<file path="src/msbr_pkg.sv">
// Package of types and constants shared by the bit reader modules.
`default_nettype none

package msbr_pkg;

	localparam logic [2:0] OP_WRITE   = 3'd0;
	localparam logic [2:0] OP_RESTART = 3'd1;
	localparam logic [2:0] OP_GET     = 3'd2;
	localparam logic [2:0] OP_SKIP    = 3'd3;
	localparam logic [2:0] OP_ALIGN   = 3'd4;

	// Byte position saturates here on a long skip.
	localparam logic [12:0] POS_MAX = 13'h1FFF;

	localparam int PADDR_W = 3;
	localparam int PDATA_W = 32;
	// Word index of the buffer length register.
	localparam logic [PADDR_W-3:0] REG_BUFFER_BYTES = '0;

	typedef struct packed {
		logic [2:0]  opcode;
		logic [11:0] write_address;
		logic [7:0]  write_data;
		logic [14:0] bit_count;
	} cmd_t;

	typedef struct packed {
		logic [31:0] value;
		logic        underrun;
		logic [31:0] bit_offset;
	} rsp_t;

	typedef struct packed {
		logic wr;
		logic rd;
	} mem_ctl_t;

endpackage

`default_nettype wire

</file>
<file path="src/msbr_apb_regs.sv">
// APB register block holding the buffer length and the derived read limit.
`default_nettype none

module msbr_apb_regs #(
	parameter int STORE_BYTES = 4096
) (
	input  wire logic                         clk,
	input  wire logic                         arst_n,
	input  wire logic                         psel,
	input  wire logic                         penable,
	input  wire logic                         pwrite,
	input  wire logic [msbr_pkg::PADDR_W-1:0] paddr,
	input  wire logic [msbr_pkg::PDATA_W-1:0] pwdata,
	output logic [msbr_pkg::PDATA_W-1:0]      prdata,
	output logic                              pready,
	output logic [12:0]                       read_limit
);

	logic [12:0] buffer_bytes_q;
	logic        hit;

	assign pready = 1'b1;
	assign hit    = (paddr[msbr_pkg::PADDR_W-1:2] == msbr_pkg::REG_BUFFER_BYTES);

	always_ff @(posedge clk or negedge arst_n) begin
		if (!arst_n) begin
			buffer_bytes_q <= '0;
		end else if (psel && penable && pwrite && pready && hit) begin
			buffer_bytes_q <= pwdata[12:0];
		end
	end

	always_comb begin
		prdata = hit ? msbr_pkg::PDATA_W'(buffer_bytes_q) : '0;
	end

	// Only the first min(buffer length, store depth) bytes are readable.
	always_comb begin
		if (32'(buffer_bytes_q) > STORE_BYTES) begin
			read_limit = 13'(STORE_BYTES);
		end else begin
			read_limit = buffer_bytes_q;
		end
	end

endmodule

`default_nettype wire

</file>
<file path="config.mk">
export PLATFORM = sky130hd
export DESIGN_NAME = msbr_apb_regs
export DESIGN_NICKNAME = d
export VERILOG_FILES = /design/src/msbr_pkg.sv /design/src/msbr_apb_regs.sv
export SDC_FILE = /design/constraint.sdc
export NUM_CORES = 1
export LEC_CHECK = 0
export CORE_ASPECT_RATIO = 0.9
export CORE_UTILIZATION = 60
export DETAILED_ROUTE_END_ITERATION = 10
export DONT_BUFFER_PORTS = 1
export PLACE_DENSITY = 0.76
export SYNTH_ARGS = -nofsm -noshare
export SYNTH_HDL_FRONTEND = slang
export SYNTH_SLANG_ARGS = --single-unit
</file>
<file path="constraint.sdc">
create_clock -name clk -period 3.4 [get_ports clk]
set_clock_uncertainty 0.15 [all_clocks]
set_input_delay 0.68 -clock clk [delete_from_list [all_inputs] [get_ports clk]]
set_output_delay 0.68 -clock clk [all_outputs]
set_load 0.005 [all_outputs]
</file>
# After elaboration in Yosys (flattened, before gate mapping)
# Cells that the tools add are included.
[totals]
register_bits = 13
[op_classes]
n_reduce_logical = 3
mux = 2
bitwise = 1
order_cmp = 1
[op_table]
columns = ["operator", "n"]
rows = [
  ["two-way mux 13 bit", 2],
  ["> comparator 13 bit (second input constant)", 1],
  ["logical AND 1 bit", 3],
  ["NOT 1 bit", 1],
]

# Depth between registers and ports, before layout
[logic_depth]
ltp_word = 3
ltp_mapped = 3
mapped_depth_nobuf = 2

# Worst setup path after synthesis
# Ideal clock, no wire load.
[synth_path]
kind = "in2out"
from = "input paddr[2] (netlist bit)"
to = "output prdata[0] (netlist bit)"
arrival_ns = 1.018
setup_slack_ns = 1.552
path_stages = 2
n_path_buf = 1
cell_sequence = "clkbuf_1 nor2b_1"
[synth_between]
elab_chain_cells = 1
[synth_rtl]
columns = ["element", "line_no", "source"]
rows = [
  ["start, declared", "msbr_apb_regs.sv:12", "input wire logic [msbr_pkg::PADDR_W-1:0] paddr,"],
  ["two-way mux 13 bit", "msbr_apb_regs.sv:34", "prdata = hit ? msbr_pkg::PDATA_W'(buffer_bytes_q) : '0;"],
  ["end, declared", "msbr_apb_regs.sv:14", "output logic [msbr_pkg::PDATA_W-1:0] prdata,"],
]
# Every way passes these cells.

# Worst setup path after layout
[layout_path]
from = "register buffer_bytes_q[12]"
to = "output prdata[12] (netlist bit)"
[layout_between]
elab_chain_cells = 1
[layout_rtl]
columns = ["element", "line_no", "source"]
rows = [
  ["start, declared", "msbr_apb_regs.sv:19", "logic [12:0] buffer_bytes_q;"],
  ["start signal, assigned", "msbr_apb_regs.sv:29", "buffer_bytes_q <= pwdata[12:0];"],
  ["two-way mux 13 bit", "msbr_apb_regs.sv:34", ""],
]
# Every way passes these cells.

==> impl_results.md <==
* Run status: complete, no violations
* Post-Route WL at approximately 1300 um
* First-pass GRT wire length at around 1800 um
* Post-synth cell types at 10
* Async SR Flop Fraction at 1.00
* Initial antenna violation count at 0
* IR drop worst, VDD at ~0.29 mV
* FMAX at about 0.50 GHz
* RSZ-0062 raised after global routing: false
* Placer congestion estimate at 0.604
* Synthesis-to-finish area growth at -5.87%
* Post-Route Utilization at 0.637
* Pwr Total at approximately 0.43 mW
* List of most frequent post-synthesis cells: nor2b_1, buf_4, dfrtp_1
* Clock Latency Late Sink at about 0.27 ns
* Worst path buffer plus inverter count at 0
* DR DRC count at 0
* Clock network fraction of total power at 0.219
* Reg power frac at 0.520
* Final Instance Count excl. Fillers at 91
* Sequential area share after synthesis at 0.372
* CP Capture Type: output pin
* FF+latch count, synth at 13
* Die footprint at between 0.0015 and 0.002 mm^2
* All-layer global routing usage at 0.163
* Nets at 118
* WL per Instance at about 14 um
* Worst path cell trace: nor2b_1
* Post-CTS sizing at 0
* Final number of setup-violating endpoints at 0
* Clk sinks at 13
* Post-Synthesis Cells at 78
* Largest net degree at the start of global routing at 16
* Most frequent cell after synthesis: nor2b_1
* Die outline width at about 42 um
* Data arrival, critical path at ~1.2 ns
* Delay-heaviest family, CP: flip-flops
* Slew headroom at 0.631
* Int Pwr at 0.304 mW
* Post-synth EDFFs at 0
* Path type of the worst setup path: reg2out
* Worst EP required at approximately 2.6 ns
* Port Buf Inserts at 0
* # Post-CTS Setup Buffers at 0
* Max_cap viols at 0
* Yosys top cell area share at 0.372
* Mapped Area at approximately 870 um^2
* TritonCTS clock tree: built
* Setup slack after layout at about 1.4 ns
* Largest regs: buffer_bytes_q: 13 flops
* Setup TNS at 0 ns
* Antenna Nets Post-Route at 0
* PD cells at between 500 and 600 mW/mm^2
* FF-to-FF setup slack at about 2.2 ns
* Hold Path Class: reg2reg
* Synth area leader: dfrtp_1
* DRT Pass-1 Iters at 1
* Slew @ Worst Pin at about 0.55 ns
* Max incr delay on CP at 0.66 ns
* Vias in the first global route at between 300 and 400
* Crit path launch type: register
* IO Count at 86
* Layout cell share with drive strength beyond 1 at 0.221
* Via density at between 5 and 6
* Switch share at 0.290
* Switching power at 0.124 mW
* Via count at between 400 and 500
* DR iter-0 viols at 0
* Most used DFF post-synth: dfrtp_1
* Synth Warn # at 0
* Tmin final at a little under 2 ns
* Logic gate share of total power at 0.261
* Largest register FFs at 13
* Slowest cell on crit path: dfrtp_1
* Die H at around 38 um
* Filler cells at approximately 120
* Max Slew Vio Count at 0
* Dominant cells by area after synthesis: dfrtp_1, buf_4, mux2_4, nor2b_1, mux2_2
* CTS Buffer Depth at 2
* Core area at between 0.001 and 0.0015 mm^2
* Synth Area per Inst at 11.2 um^2
* Final period util at 0.585
* Starting Density at 0.676
* N_diodes at 0
* Num rows at 12
* H-tree depth at 1
* Place WS at about 1.7 ns
* Num CTS Buffers at 3
* Root Driver: clkbuf_4
* Biggest register: buffer_bytes_q
* Clk slew on worst S/H paths at about 0.07 ns
* Hold Fails Final Rpt at 0
* Cells after DPL at 86
* CP max FO at 15
* Grt ovf at 0
* Leak Pwr at about 0.43 nW
[worst paths after layout]
kind                                     from                 end  depth (start not counted)
setup reg to reg           buffer_bytes_q[12]  buffer_bytes_q[12]                          1
max in group asynchronous              arst_n   buffer_bytes_q[4]                          1
hold / removal              buffer_bytes_q[8]   buffer_bytes_q[8]                          1
setup / recovery           buffer_bytes_q[12]          prdata[12]                          1
min in group asynchronous              arst_n   buffer_bytes_q[0]                          1
hold reg to reg             buffer_bytes_q[8]   buffer_bytes_q[8]                          1
[routing by layer]
layer  up-vias  GRT usage  wire length [um]
met5         -          0                 0
met4         0     0.0938                17
met3         5     0.0613               140
met2        40      0.277               633
met1       209      0.179               459
li1        202          -                 -
[through the flow]
stage | area [um^2] | hold slack, ns
2_1_floorplan | 941 | 0.234
3_3_place_gp | 786 | 0.235
3_5_place_dp | 786 | 0.235
4_1_cts | 822 | 0.377
5_1_grt | 822 | 0.377
6_report | 822 | 0.378
[power groups by stage]
stage          Sequential [mW]  Clock (mW)  Combinational (mW)
2_1_floorplan            0.208           0               0.128
3_3_place_gp             0.222           0               0.106
3_5_place_dp             0.226           0               0.109
4_1_cts                  0.223      0.0975               0.113
5_1_grt                  0.229       0.107               0.122
6_report                 0.223      0.0939               0.112
[layout by cell type (no fill, tap or decap), drive strengths merged]
| cell type | instances |
|---|---|
| conb | 20 |
| nand4b | 1 |
| nor2b | 22 |
| clkbuf | 4 |
| dlygate4sd3 | 1 |
| and2b | 3 |
| dfrtp | 13 |
| mux2 | 13 |
[layout make-up]
type / instances / area [um^2] / share of cell area
multi-input combinational: 59 / 443 / 0.539
sequential: 13 / 325 / 0.396
tap: 14 / 17.5 / 0.0213
clock buffer: 4 / 26.3 / 0.0320
timing repair buffer: 1 / 10.0 / 0.0122
[kinds of logic after synthesis]
family	after synthesis	share of synthesized area
other cells	2	0.00860
buf+inv	24	0.198
flops	13	0.372
simple gates	26	0.211
mux	13	0.211
[repair_timing]
| item | 4_1_cts | 5_1_grt |
|---|---|---|
| endpoints found under the hold margin | 13 | 0 |
| setup endpoints to repair | 0 | 0 |
| hold buffers | 1 | 0 |
Note: power is estimated with default switching activity, not from simulation.
