`src/msbr_pkg.sv`:
```
// Package of types and constants shared by the bit reader modules.
`default_nettype none

package msbr_pkg;

	localparam logic [2:0] OP_WRITE   = 3'd0;
	localparam logic [2:0] OP_RESTART = 3'd1;
	localparam logic [2:0] OP_GET     = 3'd2;
	localparam logic [2:0] OP_SKIP    = 3'd3;
	localparam logic [2:0] OP_ALIGN   = 3'd4;

	// Byte position saturates here on a long skip.
	localparam logic [12:0] POS_MAX = 13'h1FFF;

	localparam int PADDR_W = 3;
	localparam int PDATA_W = 32;
	// Word index of the buffer length register.
	localparam logic [PADDR_W-3:0] REG_BUFFER_BYTES = '0;

	typedef struct packed {
		logic [2:0]  opcode;
		logic [11:0] write_address;
		logic [7:0]  write_data;
		logic [14:0] bit_count;
	} cmd_t;

	typedef struct packed {
		logic [31:0] value;
		logic        underrun;
		logic [31:0] bit_offset;
	} rsp_t;

	typedef struct packed {
		logic wr;
		logic rd;
	} mem_ctl_t;

endpackage

`default_nettype wire

```
`src/msbr_engine.sv`:
```
// Read-modify sequencer: walks the byte memory, applies skips and builds results.
`default_nettype none

module msbr_engine #(
	parameter int STORE_BYTES = 4096,
	parameter int RESULT_BITS = 32,
	localparam int ADDR_W = $clog2(STORE_BYTES)
) (
	input  wire logic               clk,
	input  wire logic               arst_n,
	input  wire logic               cmd_valid,
	output logic                    cmd_ready,
	input  wire msbr_pkg::cmd_t     cmd,
	output logic                    rsp_valid,
	input  wire logic               rsp_ready,
	output msbr_pkg::rsp_t          rsp,
	input  wire logic [12:0]        read_limit,
	output msbr_pkg::mem_ctl_t      mem_ctl,
	output logic [ADDR_W-1:0]       mem_addr,
	output logic [7:0]              mem_wdata,
	input  wire logic [7:0]         mem_rdata
);

	localparam logic [2:0] ST_IDLE     = 3'd0;
	localparam logic [2:0] ST_SKIP     = 3'd1;
	localparam logic [2:0] ST_SKIP_RD  = 3'd2;
	localparam logic [2:0] ST_SKIP_DAT = 3'd3;
	localparam logic [2:0] ST_TAKE     = 3'd4;
	localparam logic [2:0] ST_BYTE     = 3'd5;
	localparam logic [2:0] ST_HOLD     = 3'd6;

	logic [2:0]             state_q, state_d;
	logic [12:0]            pos_q, pos_d;
	logic [3:0]             bits_left_q, bits_left_d;
	logic [7:0]             cur_q, cur_d;
	logic [31:0]            pend_q, pend_d;
	logic [31:0]            req_q, req_d;
	logic                   exh_q, exh_d;
	logic [2:0]             rem_q, rem_d;
	logic [14:0]            n_q, n_d;
	logic [RESULT_BITS-1:0] acc_q, acc_d;

	logic                   rsp_valid_q;
	msbr_pkg::rsp_t         rsp_q, hold_q, fin_rsp;

	logic                   fin;
	logic [RESULT_BITS-1:0] fin_value;
	logic                   slot_free;
	logic                   in_store;
	logic [2:0]             pad;
	logic [31:0]            skip_rem;
	logic [13:0]            pos_sum;
	logic [12:0]            pos_sat;
	logic [3:0]             take;
	logic                   issue_chk;
	logic [14:0]            n_t;
	logic [RESULT_BITS-1:0] acc_t;

	assign cmd_ready = (state_q == ST_IDLE);
	assign slot_free = !rsp_valid_q || rsp_ready;
	assign in_store  = (32'(cmd.write_address) < STORE_BYTES);
	assign pad       = 3'(3'd0 - req_q[2:0]);

	// Byte position after jumping the whole bytes of a skip, saturating.
	always_comb begin
		skip_rem = pend_q - 32'(bits_left_q);
		pos_sum  = 14'(pos_q) + 14'(skip_rem[15:3]);
		if (skip_rem[31:16] != 16'd0 || pos_sum[13]) begin
			pos_sat = msbr_pkg::POS_MAX;
		end else begin
			pos_sat = pos_sum[12:0];
		end
	end

	always_comb begin
		state_d     = state_q;
		pos_d       = pos_q;
		bits_left_d = bits_left_q;
		cur_d       = cur_q;
		pend_d      = pend_q;
		req_d       = req_q;
		exh_d       = exh_q;
		rem_d       = rem_q;
		n_d         = n_q;
		acc_d       = acc_q;
		fin         = 1'b0;
		fin_value   = '0;
		mem_ctl     = '0;
		mem_addr    = ADDR_W'(pos_q);
		mem_wdata   = cmd.write_data;
		take        = '0;
		issue_chk   = 1'b0;
		n_t         = n_q;
		acc_t       = acc_q;

		unique case (state_q)
			ST_IDLE: begin
				if (cmd_valid) begin
					unique case (cmd.opcode)
						msbr_pkg::OP_WRITE: begin
							mem_ctl.wr = in_store;
							mem_addr   = ADDR_W'(cmd.write_address);
							fin        = 1'b1;
						end
						msbr_pkg::OP_RESTART: begin
							pos_d       = '0;
							bits_left_d = '0;
							cur_d       = '0;
							pend_d      = '0;
							req_d       = '0;
							exh_d       = 1'b0;
							fin         = 1'b1;
						end
						msbr_pkg::OP_GET: begin
							req_d = req_q + 32'(cmd.bit_count);
							if (exh_q) begin
								fin = 1'b1;
							end else begin
								n_d     = cmd.bit_count;
								acc_d   = '0;
								state_d = (pend_q == 32'd0) ? ST_TAKE : ST_SKIP;
							end
						end
						msbr_pkg::OP_SKIP: begin
							pend_d = pend_q + 32'(cmd.bit_count);
							req_d  = req_q + 32'(cmd.bit_count);
							fin    = 1'b1;
						end
						msbr_pkg::OP_ALIGN: begin
							pend_d = pend_q + 32'(pad);
							req_d  = req_q + 32'(pad);
							fin    = 1'b1;
						end
						default: begin
							fin = 1'b1;
						end
					endcase
				end
			end
			ST_SKIP: begin
				pend_d = '0;
				if (32'(bits_left_q) >= pend_q) begin
					cur_d       = cur_q << pend_q[3:0];
					bits_left_d = bits_left_q - pend_q[3:0];
					state_d     = ST_TAKE;
				end else begin
					bits_left_d = '0;
					cur_d       = '0;
					pos_d       = pos_sat;
					rem_d       = skip_rem[2:0];
					state_d     = (skip_rem[2:0] != 3'd0) ? ST_SKIP_RD : ST_TAKE;
				end
			end
			ST_SKIP_RD: begin
				if (pos_q >= read_limit) begin
					exh_d = 1'b1;
					fin   = 1'b1;
				end else begin
					mem_ctl.rd = 1'b1;
					pos_d      = pos_q + 13'd1;
					state_d    = ST_SKIP_DAT;
				end
			end
			ST_SKIP_DAT: begin
				cur_d       = mem_rdata << rem_q;
				bits_left_d = 4'd8 - 4'(rem_q);
				state_d     = ST_TAKE;
			end
			ST_TAKE: begin
				// Drain what is left of the current byte first.
				if (bits_left_q != 4'd0 && n_q != 15'd0) begin
					take        = (n_q < 15'(bits_left_q)) ? n_q[3:0] : bits_left_q;
					acc_t       = (acc_q << take) | RESULT_BITS'(cur_q >> (4'd8 - take));
					cur_d       = cur_q << take;
					bits_left_d = bits_left_q - take;
					n_t         = n_q - 15'(take);
				end
				issue_chk = 1'b1;
			end
			ST_BYTE: begin
				if (n_q >= 15'd8) begin
					acc_t = (acc_q << 8) | RESULT_BITS'(mem_rdata);
					n_t   = n_q - 15'd8;
				end else begin
					acc_t       = (acc_q << n_q[2:0])
						| RESULT_BITS'(mem_rdata >> (4'd8 - 4'(n_q[2:0])));
					cur_d       = mem_rdata << n_q[2:0];
					bits_left_d = 4'd8 - 4'(n_q[2:0]);
					n_t         = '0;
				end
				issue_chk = 1'b1;
			end
			ST_HOLD: begin
				if (rsp_ready) begin
					state_d = ST_IDLE;
				end
			end
			default: begin
				state_d = ST_IDLE;
			end
		endcase

		// Either the get is complete, or the next byte is fetched, or the buffer has run out.
		if (issue_chk) begin
			acc_d = acc_t;
			n_d   = n_t;
			if (n_t == 15'd0) begin
				fin       = 1'b1;
				fin_value = acc_t;
			end else if (pos_q >= read_limit) begin
				exh_d = 1'b1;
				fin   = 1'b1;
			end else begin
				mem_ctl.rd = 1'b1;
				pos_d      = pos_q + 13'd1;
				state_d    = ST_BYTE;
			end
		end

		fin_rsp.value      = 32'(fin_value);
		fin_rsp.underrun   = exh_d;
		fin_rsp.bit_offset = req_d;
		if (fin) begin
			state_d = slot_free ? ST_IDLE : ST_HOLD;
		end
	end

	always_ff @(posedge clk or negedge arst_n) begin
		if (!arst_n) begin
			state_q     <= ST_IDLE;
			pos_q       <= '0;
			bits_left_q <= '0;
			cur_q       <= '0;
			pend_q      <= '0;
			req_q       <= '0;
			exh_q       <= 1'b0;
			rem_q       <= '0;
			rsp_valid_q <= 1'b0;
		end else begin
			state_q     <= state_d;
			pos_q       <= pos_d;
			bits_left_q <= bits_left_d;
			cur_q       <= cur_d;
			pend_q      <= pend_d;
			req_q       <= req_d;
			exh_q       <= exh_d;
			rem_q       <= rem_d;
			if (fin && slot_free) begin
				rsp_valid_q <= 1'b1;
			end else if (state_q == ST_HOLD) begin
				rsp_valid_q <= 1'b1;
			end else if (rsp_ready) begin
				rsp_valid_q <= 1'b0;
			end
		end
	end

	// A result that finds the output register still full waits in the hold register.
	always_ff @(posedge clk) begin
		n_q   <= n_d;
		acc_q <= acc_d;
		if (fin && slot_free) begin
			rsp_q <= fin_rsp;
		end else if (state_q == ST_HOLD && rsp_ready) begin
			rsp_q <= hold_q;
		end
		if (fin && !slot_free) begin
			hold_q <= fin_rsp;
		end
	end

	assign rsp_valid = rsp_valid_q;
	assign rsp       = rsp_q;

endmodule

`default_nettype wire

```
`config.mk`:
```
export PLATFORM = sky130hd
export DESIGN_NAME = msbr_engine
export DESIGN_NICKNAME = d
export VERILOG_FILES = /design/src/msbr_pkg.sv /design/src/msbr_engine.sv
export SDC_FILE = /design/constraint.sdc
export NUM_CORES = 1
export LEC_CHECK = 0
export ABC_CLOCK_PERIOD_IN_PS = 9050
export BUFFER_PORTS_ARGS = -buffer_cell sky130_fd_sc_hd__buf_2
export CELL_PAD_IN_SITES_DETAIL_PLACEMENT = 1
export CELL_PAD_IN_SITES_GLOBAL_PLACEMENT = 1
export CORE_UTILIZATION = 48
export DETAILED_ROUTE_END_ITERATION = 7
export PLACE_DENSITY = 0.86
export SLEW_MARGIN = 30
export SYNTH_ARGS = -nofsm -noshare
export SYNTH_HDL_FRONTEND = slang
export SYNTH_SLANG_ARGS = --single-unit
```
`constraint.sdc`:
```
create_clock -name clk -period 9.05 [get_ports clk]
set_clock_uncertainty 0.05 [all_clocks]
set_input_delay 0.4525 -clock clk [delete_from_list [all_inputs] [get_ports clk]]
set_output_delay 0.4525 -clock clk [all_outputs]
set_load 0.1 [all_outputs]
```
# --- After elaboration in Yosys (flattened, before gate mapping) ---
# Cells that the tools add are included.
totals:
  elab_cells: 185
  latch_bits: 0
  rom_bits: 0
  n_memories: 0
  ff_bits: 274
  out_inout_bits: 89
  inputBits: 63
  mem_bits_rw: 0
op_classes:
  bitwise_logic: 4
  magnitude_cmp: 4
  reduce_logical: 29
  n_shift: 8
  mul: 0
  add_sub_neg: 15
  eq_ne: 16
  muxes: 92
  div_mod_pow: 0
ops:
  columns: ["cell", "n"]
  rows:
  - ["two-way mux 32 bit", 12]
  - ["one-hot mux 32 bit (3 select lines)", 2]
  - ["two-way mux 65 bit", 2]
  - ["one-hot mux 32 bit (2 select lines)", 2]
  - ["two-way mux 15 bit", 7]
  - ["two-way mux 13 bit", 8]
  - ["adder 32 x 15 -> 32 bit", 2]
  - ["adder 32 x 3 -> 32 bit", 2]
  - ["bitwise OR 32 bit", 2]
  - [">> shifter 8 x 4 -> 32 bit", 2]
  - ["two-way mux 8 bit", 5]
  - ["one-hot mux 8 bit (5 select lines)", 1]
  - ["two-way mux 3 bit", 13]
  - ["one-hot mux 13 bit (3 select lines)", 1]
  - ["two-way mux 12 bit", 3]
  - [">= comparator 4 x 32 -> 1 bit", 1]
  - ["zero test 32 bit", 1]
  - ["bitwise OR 32 x 8 -> 32 bit", 1]
  - ["left shift 32 x 3 -> 32 bit", 1]
  - ["left shift 32 x 4 -> 32 bit", 1]
  - ["subtractor 32 x 4 -> 32 bit", 1]
  - ["one-hot mux 15 bit (2 select lines)", 1]
  - ["two-way mux 1 bit", 25]
  - ["two-way mux 4 bit", 6]
  - ["other kinds (39)", 66]

# --- Longest topological paths before layout ---
# Gate-level depths: netlist of run 1.
depth:
  word_depth: 10
  mapped_depth: 23
  depth_no_buf: 19

# --- Least setup slack after synthesis of run 1 ---
# Ideal clock, no wire load.
synth_path:
  path_type: "register -> output"
  startpoint: "reg state_q[1]"
  endpoint: "out mem_addr[0]"
  path_slack_ns: 2.104
  t_arrival_ns: 6.444
  path_buffers: 2
  required_ns: 8.547
  path_stages_with_launch: 7
  path_cell_list: "dfrtp_1 clkbuf_1 nor3_1 nand2_1 nor4_1 clkbuf_1 o21ai_0"
synth_via:
  elab_chain_len: 2
synth_lines:
  columns: ["element", "line", "source"]
  rows:
  - ["start: declaration", "msbr_engine.sv:32", "logic [2:0] state_q, state_d;"]
  - ["start signal: assignment", "msbr_engine.sv:240", "state_q <= state_d;"]
  - ["zero test 3 bit", null, null]
  - ["named net cmd_ready", "msbr_engine.sv:12", "output logic cmd_ready,"]
  - ["two-way mux 12 bit", "msbr_engine.sv:96", "unique case (state_q)"]
  - ["end: declaration", "msbr_engine.sv:19", "output logic [ADDR_W-1:0] mem_addr,"]
# The timed path passes the listed nets, and every way through them passes these cells.

# --- Worst setup path after layout of run 1 ---
layout_path:
  startpoint: "reg n_q[1]"
  endpoint: "reg rsp_q (netlist bit rsp[59]), enable pin"
layout_via:
  elab_chain_len: 10
  elab_cells_between_ends: 15
  classes_between: "add/sub (2); order compare (2); mux (6); reduce/logical (5)"
layout_lines:
  columns: ["element", "line", "source"]
  rows:
  - ["start: declaration", "msbr_engine.sv:40", "logic [14:0] n_q, n_d;"]
  - ["start signal: assignment", "msbr_engine.sv:260", "n_q <= n_d;"]
  - ["< comparator 15 x 4 -> 1 bit", "msbr_engine.sv:172", "take = (n_q < 15'(bits_left_q)) ? n_q[3:0] : bits_left_q;"]
  - ["two-way mux 4 bit", "msbr_engine.sv:172", null]
  - ["subtractor 15 x 4 -> 15 bit", "msbr_engine.sv:176", "n_t = n_q - 15'(take);"]
  - ["two-way mux 15 bit", "msbr_engine.sv:171", "if (bits_left_q != 4'd0 && n_q != 15'd0) begin"]
  - ["one-hot mux 15 bit (2 select lines) (*)", "msbr_engine.sv:96", null]
  - ["zero test 15 bit (*)", "msbr_engine.sv:207", "if (n_t == 15'd0) begin"]
  - ["two-way mux 1 bit (*)", "msbr_engine.sv:207", null]
  - ["two-way mux 1 bit (*)", "msbr_engine.sv:204", "if (issue_chk) begin"]
  - ["logical AND 1 bit (*)", "msbr_engine.sv:262", "if (fin && slot_free) begin"]
  - ["nonzero test 2 bit (no line) (*)", null, null]
  - ["end signal: assignment", "msbr_engine.sv:263", "rsp_q <= fin_rsp;"]
  - ["end signal: assignment", "msbr_engine.sv:265", "rsp_q <= hold_q;"]
  - ["end: declaration", "msbr_engine.sv:44", "msbr_pkg::rsp_t rsp_q, hold_q, fin_rsp;"]
# Every way passes the cells marked *; elsewhere a longest branch is shown, timed or not.
# A chain may end at the register's enable or synchronous reset.

==> impl_metrics.csv, run 1 <==
group,metric,value,unit
timing,slew_headroom,0.3343,
drt,firstDrtPassIters,5,
power,p_leak,9.081,nW
die,die_area,44270,sq um
global_route,grt.overflow.total,0,
clocking,cts_made_buffers,34,
clocking,clkLatencyLatePin,0.57,ns
placement,place_congestion,0.9642,
placement,place_inst,2773,
drt,drt_wl_total,74360,microns
clocking,htreeDepth,2,
timing,period_minus_slack,6.726,ns
synthesis,synthDistinctLibCells,100,
timing,grt_setup_unrepaired,"no",
global_route,antenna_found_initial,2,
outcome,status,"complete, no violations",
drt,vias,18930,
clocking,clk_pin_slew,0.07,ns
worst_setup_path,critPathKind,"reg2reg",
worst_setup_path,worst_setup_path_end_kind,"flip-flop",
power,powerDensity,427.9,nW/um^2
power,ir_drop,0.0002639,V
hold_path,min_from,"mem_rdata[0]",
timing,hold_violations,0,
worst_setup_path,worstReg2RegEnd,"rsp[59]",
timing,worst_pin_slew,0.9985,ns
layout,finalNonFillerCells,2838,
worst_setup_path,arrival,6.88,ns
synthesis,synthCells,2176,
die,core_area,42420,sq um
drt,drt_iter0_drc,1773,
layout,fin_nets,2377,
synthesis,ys_async_sr_fraction,0.3540,
worst_setup_path,start_kind,"flip-flop",
die,row_count,75,
synthesis,syn_area,20850,sq um
synthesis,ys_seq_elements,274,
synthesis,syn-num-nets,2320,
placement,dp_hpwl,53430,microns
worst_setup_path,crit_start,"n_q[1]",
worst_setup_path,reg2reg_slack,2.32,ns
die,pin_count,152,
global_route,grt_pass1_vias,19540,
drt,drc,0,
layout,synthToLayoutAreaGrowth,10.67,%
die,die-width,210.4,microns
global_route,grt_usage,0.3352,
placement,io_buffers,135,
clocking,cts_sinks,274,
worst_setup_path,worstReg2RegStart,"n_q[1]",
flow_run,cap_violations,0,
worst_setup_path,crit_fanout,49,
synthesis,avgSynthCellArea,9.581,sq um
global_route,grt_pass1_wl,115500,microns
clocking,tritoncts,"done",
timing,setup_violations,0,
timing,fin_crit_sh,0.7432,
layout,layout-drive-gt1-share,0.1629,
drt,wl_per_cell,26.20,microns
timing,drv_slew,0,
global_route,grt_max_degree,64,
drt,vias_per_cell,6.669,
clocking,cts_buffer_depth,3,
synthesis,synth_seq_area_share,0.3714,
hold_path,hp-class,"in2reg",
timing,setup_tns,0,ns
synthesis,synth_edf_count,177,
synthesis,ys_warn_count,0,
worst_setup_path,reg2reg_depth,17,
die,start_util,0.4915,
timing,max_freq,148.7,MHz
die,die-height,210.4,microns
worst_setup_path,worst_ep_required_time,9.21,ns
worst_setup_path,cp-endpoint,"rsp[59]",
drt,postRouteAntennaNets,0,
clocking,cts_root_buf,"clkbuf_16",
synthesis,yosys_most_used_dff,"edfxtp_1",
[cells in the final DEF (no fill, tap or decap), types with 33 or more instances in the layout]
cell type    n
a21oi_1    138
dfrtp_1     97
nand3_1     53
mux4_2      44
ha_1        76
nor3_1      48
edfxtp_1   177
and2_1      59
buf_4       35
a22o_1      44
clkbuf_16   34
a211oi_1    41
mux2i_1    101
xnor2_1     33
buf_2      134
inv_1       62
xor2_1      37
nor2b_1     36
nand2_1    224
nor2_1     122
o21ai_0    140
[power by group]
group | internal [W] | total [W] | switching, W
Combinational | 0.00202 | 0.00607 | 0.00405
Sequential | 0.00182 | 0.00237 | 0.000549
Clock | 0.000838 | 0.00144 | 0.000597
[registers in the layout, indices dropped and copies added, names as in the netlist, 3 cells and up]
name         flops
cur_q            8
req_q           32
n_q             15
acc_q           32
bits_left_q      4
pend_q          32
hold_q          65
rem_q            3
rsp             65
pos_q           13
state_q          3
[logic make-up after synthesis]
group / count (synthesis) / synth area share
flops: 274 / 0.3714
mux: 202 / 0.1311
compound gates: 643 / 0.2067
buf+inv: 215 / 0.04501
fa+ha+maj: 81 / 0.05041
simple gates: 691 / 0.1661
xor+xnor: 70 / 0.02941
[worst min path at each step]
| stage | endpoint | cells past startpoint |
|---|---|---|
| floorplan | bits_left_q[0] | 0 |
| global placement | pos_q[12] | 1 |
| detailed placement | pos_q[12] | 1 |
| CTS | cur_q[0] | 3 |
| global route | n_q[6] | 2 |
| finish | cur_q[0] | 3 |
[Yosys cell counts (8+ instances only)]
cell	instances	area, sq um
nor3_1	49	245.2
o22ai_1	32	200.2
buf_6	9	101.4
a22o_1	44	385.4
mux2i_1	103	1031
a31oi_1	29	181.4
o221ai_1	10	87.58
mux2_2	25	281.5
buf_1	9	33.78
a211oi_1	41	307.8
xor2_1	37	324.1
or2_2	12	75.07
nand2b_1	21	131.4
edfxtp_1	177	5315
buf_4	9	67.56
mux4_2	44	991.0
xnor2_1	33	289.0
mux2_4	20	300.3
and2_1	60	375.4
nand4_1	18	112.6
dfrtp_1	97	2427
nor4_1	15	93.84
nand2_1	226	848.3
or4_1	10	75.07
clkbuf_1	102	382.9
and3_1	21	131.4
o21a_1	21	157.7
or3_1	12	75.07
inv_1	62	232.7
o21ai_0	141	705.7
nor2_1	123	461.7
nand3_1	53	265.3
a21oi_1	141	705.7
o31ai_1	17	127.6
a221o_1	9	90.09
a21o_1	26	195.2
o211ai_1	22	165.2
ha_1	76	950.9
buf_2	19	95.09
a21boi_0	8	60.06
nor2b_1	36	225.2
[repair_timing]
action,4_1_cts,5_1_grt
resized for setup,0,0
setup buffers,0,0
hold buffers,1,0
endpoints found under the hold margin,34,0
[metal layers]
layer | share of wire | routed length [microns] | global-route usage | up-vias
met5 | 0.00017 | 13 | 0 | -
met4 | 0.046 | 3386 | 0.1572 | 2
met3 | 0.061 | 4523 | 0.04902 | 189
met2 | 0.49 | 36730 | 0.5727 | 773
met1 | 0.40 | 29710 | 0.4179 | 9586
li1 | - | - | - | 8376
[worst max-delay path, stage by stage, from the launching register on]
cell and delay (ns):
edfxtp_1 0.32, buf_4 0.52, ha_1 0.22, nand2_1 0.06, o21ai_1 0.37, a21o_1 0.50
mux2i_4 0.31, ha_1 0.30, inv_1 0.09, ha_1 0.26, o21ai_1 0.27, a41oi_1 0.22
a211oi_1 0.39, o2111a_1 0.35, nand4_4 0.20, a211o_2 0.60, nand2_2 0.73, buf_4 0.52
[per-stage QoR]
stage	hold WS, ns	total power [W]	worst slack (ns)	util	cell area, sq um
CTS	0.1469	0.009791	2.071	0.5434	23050
finish	0.1598	0.009873	2.324	0.5440	23070
global route	0.1733	0.01036	1.890	0.5439	23070
global placement	0.4056	0.008085	2.451	0.5154	21860
detailed placement	0.4140	0.008300	2.098	0.5155	21870
floorplan	0.1069	0.006710	2.104	-	20850
[area by class of cell]
cell class	instances	area [sq um]
fill	4801	19340
multi-input combinational	1687	12240
sequential	274	7742
timing repair buffer	171	954.7
clock buffer	44	948.4
tap	577	721.9
inverter	65	244.0
clock inverter	18	221.5
antenna	2	5.005
Note: power is estimated with default switching activity, not from simulation.
==> inputs of run 2 (changes only) <==
ABC_AREA = 1   (was not set)
ABC_CLOCK_PERIOD_IN_PS = 6000   (was 9050)
CORE_UTILIZATION = 41   (was 48)
PLACE_DENSITY = 0.83   (was 0.86)
clock period = 6 ns   (was 9.05 ns; I/O delays follow)
==> run 2 against run 1 <==
Final cell count up 31%. Sequential cell count unchanged. Clock-buffer cell count shrank 1. Synthesized area is 0.20% lower. Core utilization is 7.8 points lower. Register-to-register slack got worse by 1.4 ns. Critical path depth rose by 14. Final area grew 1.2%. Global-route usage fell by 2.6 points. Critical path type is now reg2out. Critical endpoint is now mem_ctl[0]. Highest routed layer unchanged.
==> impl_metrics.csv, run 2 <==
group,metric,value,unit
outcome,status,"complete, no violations",
global_route,grt_usage,0.3090,
worst_setup_path,start_kind,"flip-flop",
die,core_area,50070,sq um
timing,slew_headroom,0.3485,
die,die-width,227.3,microns
worst_setup_path,cp-endpoint,"mem_ctl[0]",
die,die_area,51650,sq um
layout,layout_common_cells,"nand2_1 (750), inv_1 (339), o21ai_0 (310)",
global_route,grt.busiest_layer,"met2",
worst_setup_path,critPathKind,"reg2out",
placement,io_buffers,135,
worst_setup_path,cpPeakStageDelay,0.46,ns
flow_run,cap_violations,0,
synthesis,ys_async_sr_fraction,0.3540,
drt,vias_per_cell,5.801,
placement,place_congestion,0.9708,
synthesis,ys_seq_elements,274,
global_route,grtUsageMet2,0.5409,
worst_setup_path,reg2reg_slack,0.92,ns
die,row_count,82,
synthesis,synthCells,2933,
die,die-height,227.3,microns
clocking,post_cts_resized,0,
global_route,grt_pass1_wl,124200,microns
global_route,antenna_found_initial,2,
synthesis,syn-num-nets,3077,
layout,synthToLayoutAreaGrowth,12.23,%
timing,worst_pin_slew,0.9736,ns
layout,design_area,23350,sq um
clocking,clkLatencyLatePin,0.58,ns
clocking,tritoncts,"done",
timing,hold_violations,0,
clocking,cts_buffer_depth,3,
hold_path,min_path_cells,3,
placement,post_dp_cell_area,22070,sq um
drt,postRouteAntennaNets,0,
global_route,grt.overflow.total,0,
global_route,grt_max_degree,73,
global_route,grt_pass1_vias,22690,
worst_setup_path,arrival,5.06,ns
timing,fin_crit_sh,0.9012,
worst_setup_path,reg2reg_depth,21,
worst_setup_path,worst_ep_required_time,5.65,ns
timing,setup_violations,0,
synthesis,synthDistinctLibCells,62,
hold_path,hp-class,"in2reg",
worst_setup_path,worst_setup_path_end_kind,"output pin",
synthesis,synth_edf_count,177,
timing,hold_slack,0.05680,ns
layout,fin_nets,3156,
die,pin_count,152,
worst_setup_path,crit_fanout,16,
worst_setup_path,cpMostUsedCell,"nand2_1",
clocking,cts_made_buffers,35,
drt,drt_iter0_drc,1495,
layout,layout-drive-gt1-share,0.09480,
synthesis,synth_area_leaders,"edfxtp_1 (26%), nand2_1 (14%), dfrtp_1 (12%)",
drt,drt_wl_total,80020,microns
layout,final_common_cell,"nand2_1",
worst_setup_path,crit_start,"bits_left_q[1]",
drt,drc,0,
timing,grt_setup_unrepaired,"no",
synthesis,avgSynthCellArea,7.094,sq um
timing,period_minus_slack,5.407,ns
clocking,cts_root_buf,"clkbuf_16",
placement,place_inst,3645,
clocking,clk_pin_slew,0.06,ns
global_route,gr-usage-met3,0.04453,
synthesis,yosys_most_used_dff,"edfxtp_1",
worst_setup_path,worstReg2RegEnd,"rsp[35]",
die,start_util,0.4156,
worst_setup_path,worstReg2RegStart,"bits_left_q[1]",
layout,finalNonFillerCells,3711,
worst_setup_path,cp_slowest_cell,"dfrtp_1",
drt,vias,21530,
drt,wl_per_cell,21.56,microns
clocking,htreeDepth,2,
clocking,cts_sinks,274,
timing,drv_slew,0,
synthesis,synth_seq_area_share,0.3721,
synthesis,syn_area,20810,sq um
synthesis,synth_common_cells,"nand2_1 (751), inv_1 (342), o21ai_0 (312)",
global_route,grt.met1_usage,0.3614,
placement,dp_hpwl,58330,microns
synthesis,yosysMostFrequentCell,"nand2_1",
drt,firstDrtPassIters,6,
synthesis,synth_top_area_share,0.2555,
synthesis,yosys.area.top_type,"edfxtp_1",
timing,max_freq,184.9,MHz
timing,setup_tns,0,ns
synthesis,ys_warn_count,0,
## run 2: changes by cell type after synthesis, sizes merged, moves of 85 or more
| cell | before | now |
|---|---|---|
| nand2 | 226 | 758 |
| mux2i | 106 | 21 |
| inv | 63 | 348 |
| nor2 | 123 | 273 |
| o21ai | 147 | 331 |
| nand3 | 53 | 236 |
## run 2: critical path, delay by kind of cell (launching register included)
family | cells | cell delay (ns)
adder cells (fa/ha/maj) | 3 | 0.63
AND/OR/NAND/NOR | 20 | 2.40
AO/OA/AOI/OAI | 1 | 0.07
flip-flops | 1 | 0.46
buffers and inverters | 7 | 0.92
## run 2: layout make-up
| type | instances | area [sq um] |
|---|---|---|
| Antenna cell | 1 | 2.502 |
| Clock buffer | 43 | 947.2 |
| Clock inverter | 20 | 284.0 |
| Fill cell | 6421 | 26720 |
| Inverter | 355 | 1333 |
| Multi-Input combinational cell | 2169 | 11150 |
| Sequential cell | 274 | 7742 |
| Tap cell | 672 | 840.8 |
| Timing Repair Buffer | 177 | 1047 |
## run 2: per-layer routing
layer	share of wire	up-vias
met5	0.00017	-
met4	0.059	2
met3	0.051	245
met2	0.49	693
met1	0.40	10580
li1	-	10010
## run 2: kinds of logic (layout without fill, tap and decap cells)
group,after synthesis,count (layout),share of synthesized area
AOI/OAI and AO/OA,644,644,0.1753
xor gates and xnor gates,60,60,0.02526
adders and majority gates,81,81,0.05051
buffers and inverters,490,595,0.09399
DFF,274,274,0.3721
muxes,21,21,0.01010
other,0,1,0
and+or+nand+nor,1363,1363,0.2727
## run 2: through the flow
step | setup WS, ns | utilization
2_1_floorplan | 0.2884 | -
3_3_place_gp | 1.255 | 0.4407
3_5_place_dp | 1.045 | 0.4407
4_1_cts | 0.6294 | 0.4655
5_1_grt | 0.1752 | 0.4664
6_report | 0.5927 | 0.4664
## run 2: timing repair
action	in CTS	in global routing
hold buffers	1	0
buffers inserted	0	0
endpoints found under the hold margin	31	0
setup endpoints to repair	0	0
## run 2: worst min-delay path by stage
stage / from / endpoint
after CTS: cmd[14] / n_q[14]
after global routing: cmd[14] / n_q[14]
final: cmd[14] / n_q[14]
after global placement: arst_n / req_q[12]
after floorplan: arst_n / bits_left_q[0]
after detailed placement: arst_n / req_q[12]
Power of run 2 is not shown: default switching activity piles up to over one toggle a cycle in this logic, so the estimate is an artifact.
==> inputs of run 3 (changes only) <==
ABC_AREA = not set   (was 1)
CORE_UTILIZATION = 44   (was 41)
==> run 3 against run 2 <==
The flow now finishes with violations (design-rule violations). Core utilization grew 3.1 points. Register-to-register slack lost 0.37 ns. Final cell count shrank 22%. Critical path type unchanged. Largest cell class unchanged.
==> impl_metrics.csv, run 3 (synthesis gave the netlist of run 1 again) <==
group,metric,value,unit
power,powerDensity,640.8,nW/um^2
global_route,grt.overflow.total,0,
power,power.total,0.01487,W
timing,setup_tns,0,ns
power,ir_drop,0.0003290,V
placement,io_buffers,135,
layout,fin_nets,2397,
global_route,grt_usage,0.2987,
die,pin_count,152,
timing,worst_pin_slew,1.029,ns
layout,diodes,0,
worst_setup_path,crit_start,"bits_left_q[1]",
timing,setup_violations,0,
layout,layout-drive-gt1-share,0.1655,
die,die_area,48260,sq um
timing,drv_slew,0,
worst_setup_path,reg2reg_depth,17,
worst_setup_path,start_kind,"flip-flop",
placement,place_inst,2822,
die,die-height,219.7,microns
worst_setup_path,cp-endpoint,"mem_ctl[0]",
timing,hold_violations,0,
drt,drt_wl_total,72270,microns
global_route,grt_pass1_wl,112300,microns
drt,postRouteAntennaNets,0,
timing,fin_crit_sh,0.9254,
worst_setup_path,worst_ep_required_time,5.65,ns
global_route,grt_max_degree,76,
clocking,clkLatencyLatePin,0.56,ns
layout,synthToLayoutAreaGrowth,11.27,%
drt,firstDrtPassIters,7,
clocking,tritoncts,"done",
die,row_count,79,
worst_setup_path,worstReg2RegEnd,"rsp[2]",
layout,layout_common_cells,"nand2_1 (224), edfxtp_1 (177), o21ai_0 (140)",
worst_setup_path,critPathKind,"reg2out",
outcome,status,"finished, violations left",
timing,slew_headroom,0.3142,
clocking,cts_buffer_depth,3,
drt,wl_per_cell,25.05,microns
drt,vias_per_cell,6.548,
timing,max_freq,180.1,MHz
drt,drt_iter0_drc,1636,
layout,finalNonFillerCells,2885,
global_route,antenna_found_initial,0,
drt,vias,18890,
outcome,violations,"design-rule violations",
placement,place_congestion,0.9389,
clocking,htreeDepth,2,
worst_setup_path,crit_fanout,9,
die,start_util,0.4469,
drt,drc,6,
clocking,clk_pin_slew,0.05,ns
worst_setup_path,worst_setup_path_end_kind,"output pin",
worst_setup_path,worstReg2RegStart,"bits_left_q[1]",
clocking,post_cts_buffers,0,
global_route,grt_pass1_vias,19300,
timing,period_minus_slack,5.553,ns
power,p_leak,9.147,nW
clocking,cts_made_buffers,34,
placement,dp_hpwl,51890,microns
timing,grt_setup_unrepaired,"no",
clocking,cts_root_buf,"clkbuf_16",
die,core_area,46650,sq um
clocking,post_cts_resized,0,
worst_setup_path,reg2reg_slack,0.55,ns
flow_run,cap_violations,0,
hold_path,hp-class,"in2reg",
die,die-width,219.7,microns
layout,final_common_cell,"nand2_1",
worst_setup_path,arrival,5.20,ns
clocking,cts_hold_buf,1,
clocking,cts_sinks,274,
## run 3: changes by cell type in the layout (fill, tap and decap cells not counted), sizes merged, moves of 25 or more
cell | before | now
nand3 | 236 | 53
a21o | 1 | 26
mux4 | 0 | 44
a211oi | 17 | 42
nand2 | 758 | 226
o21ai | 331 | 147
and2 | 2 | 60
nor2b | 0 | 36
mux2i | 21 | 106
inv | 349 | 65
nor2 | 273 | 123
mux2 | 0 | 52
a22o | 0 | 44
## run 3: worst min-delay path by stage
stage                      start        endpoint  slack, ns  depth (start not counted)
CTS                       cmd[3]          n_q[3]       0.01                          3
finish              mem_rdata[0]        cur_q[0]       0.03                          3
global placement          arst_n       req_q[18]       0.16                          1
floorplan                 arst_n  bits_left_q[0]      -0.05                          0
detailed placement        arst_n       req_q[17]       0.17                          1
global route              cmd[3]          n_q[3]       0.04                          3
## run 3: report_power, final
part / internal, W / total [W] / switching, W
Sequential: 0.00274 / 0.00348 / 0.000743
Clock: 0.00124 / 0.00211 / 0.000864
Combinational: 0.00310 / 0.00927 / 0.00618
Total: 0.00708 / 0.0149 / 0.00778
## run 3: through the flow
| step | hold slack, ns | cell area (sq um) | worst slack (ns) | util |
|---|---|---|---|---|
| 3_3_place_gp | 0.1631 | 22050 | 0.8216 | 0.4727 |
| 3_5_place_dp | 0.1709 | 22060 | 0.6027 | 0.4728 |
| 6_report | 0.02635 | 23200 | 0.4474 | 0.4972 |
| 2_1_floorplan | -0.04559 | 20860 | 0.2509 | - |
| 5_1_grt | 0.03673 | 23200 | 0.1971 | 0.4972 |
| 4_1_cts | 0.01152 | 23180 | 0.4440 | 0.4968 |
## run 3: final cells by class
| cell class | count | area (sq um) |
|---|---|---|
| fill | 5294 | 23460 |
| timing repair buffer | 191 | 1112 |
| tap | 607 | 759.5 |
| clock buffer | 53 | 1003 |
| clock inverter | 8 | 107.6 |
| inverter | 65 | 244.0 |
| sequential | 274 | 7742 |
| multi-input combinational | 1687 | 12230 |
## run 3: worst max-delay path: stages (launching register included)
cell	delay, ns
dfrtp_1	0.54
inv_1	0.22
ha_1	0.33
nand2_1	0.05
o21ai_1	0.32
a21o_1	0.25
mux2i_4	0.26
ha_1	0.29
inv_1	0.10
ha_1	0.24
o21ai_1	0.25
a41oi_1	0.23
a211oi_1	0.36
o2111a_1	0.33
nand2_1	0.07
o21ai_1	0.41
inv_1	0.09
buf_2	0.31
## run 3: per-layer routing
layer | vias up | routed length, microns | GRT usage
met1 | 9514 | 29610 | 0.3842
met2 | 766 | 34610 | 0.4968
met5 | - | 0 | 0
met3 | 191 | 4488 | 0.03879
li1 | 8420 | - | -
met4 | 0 | 3563 | 0.1423
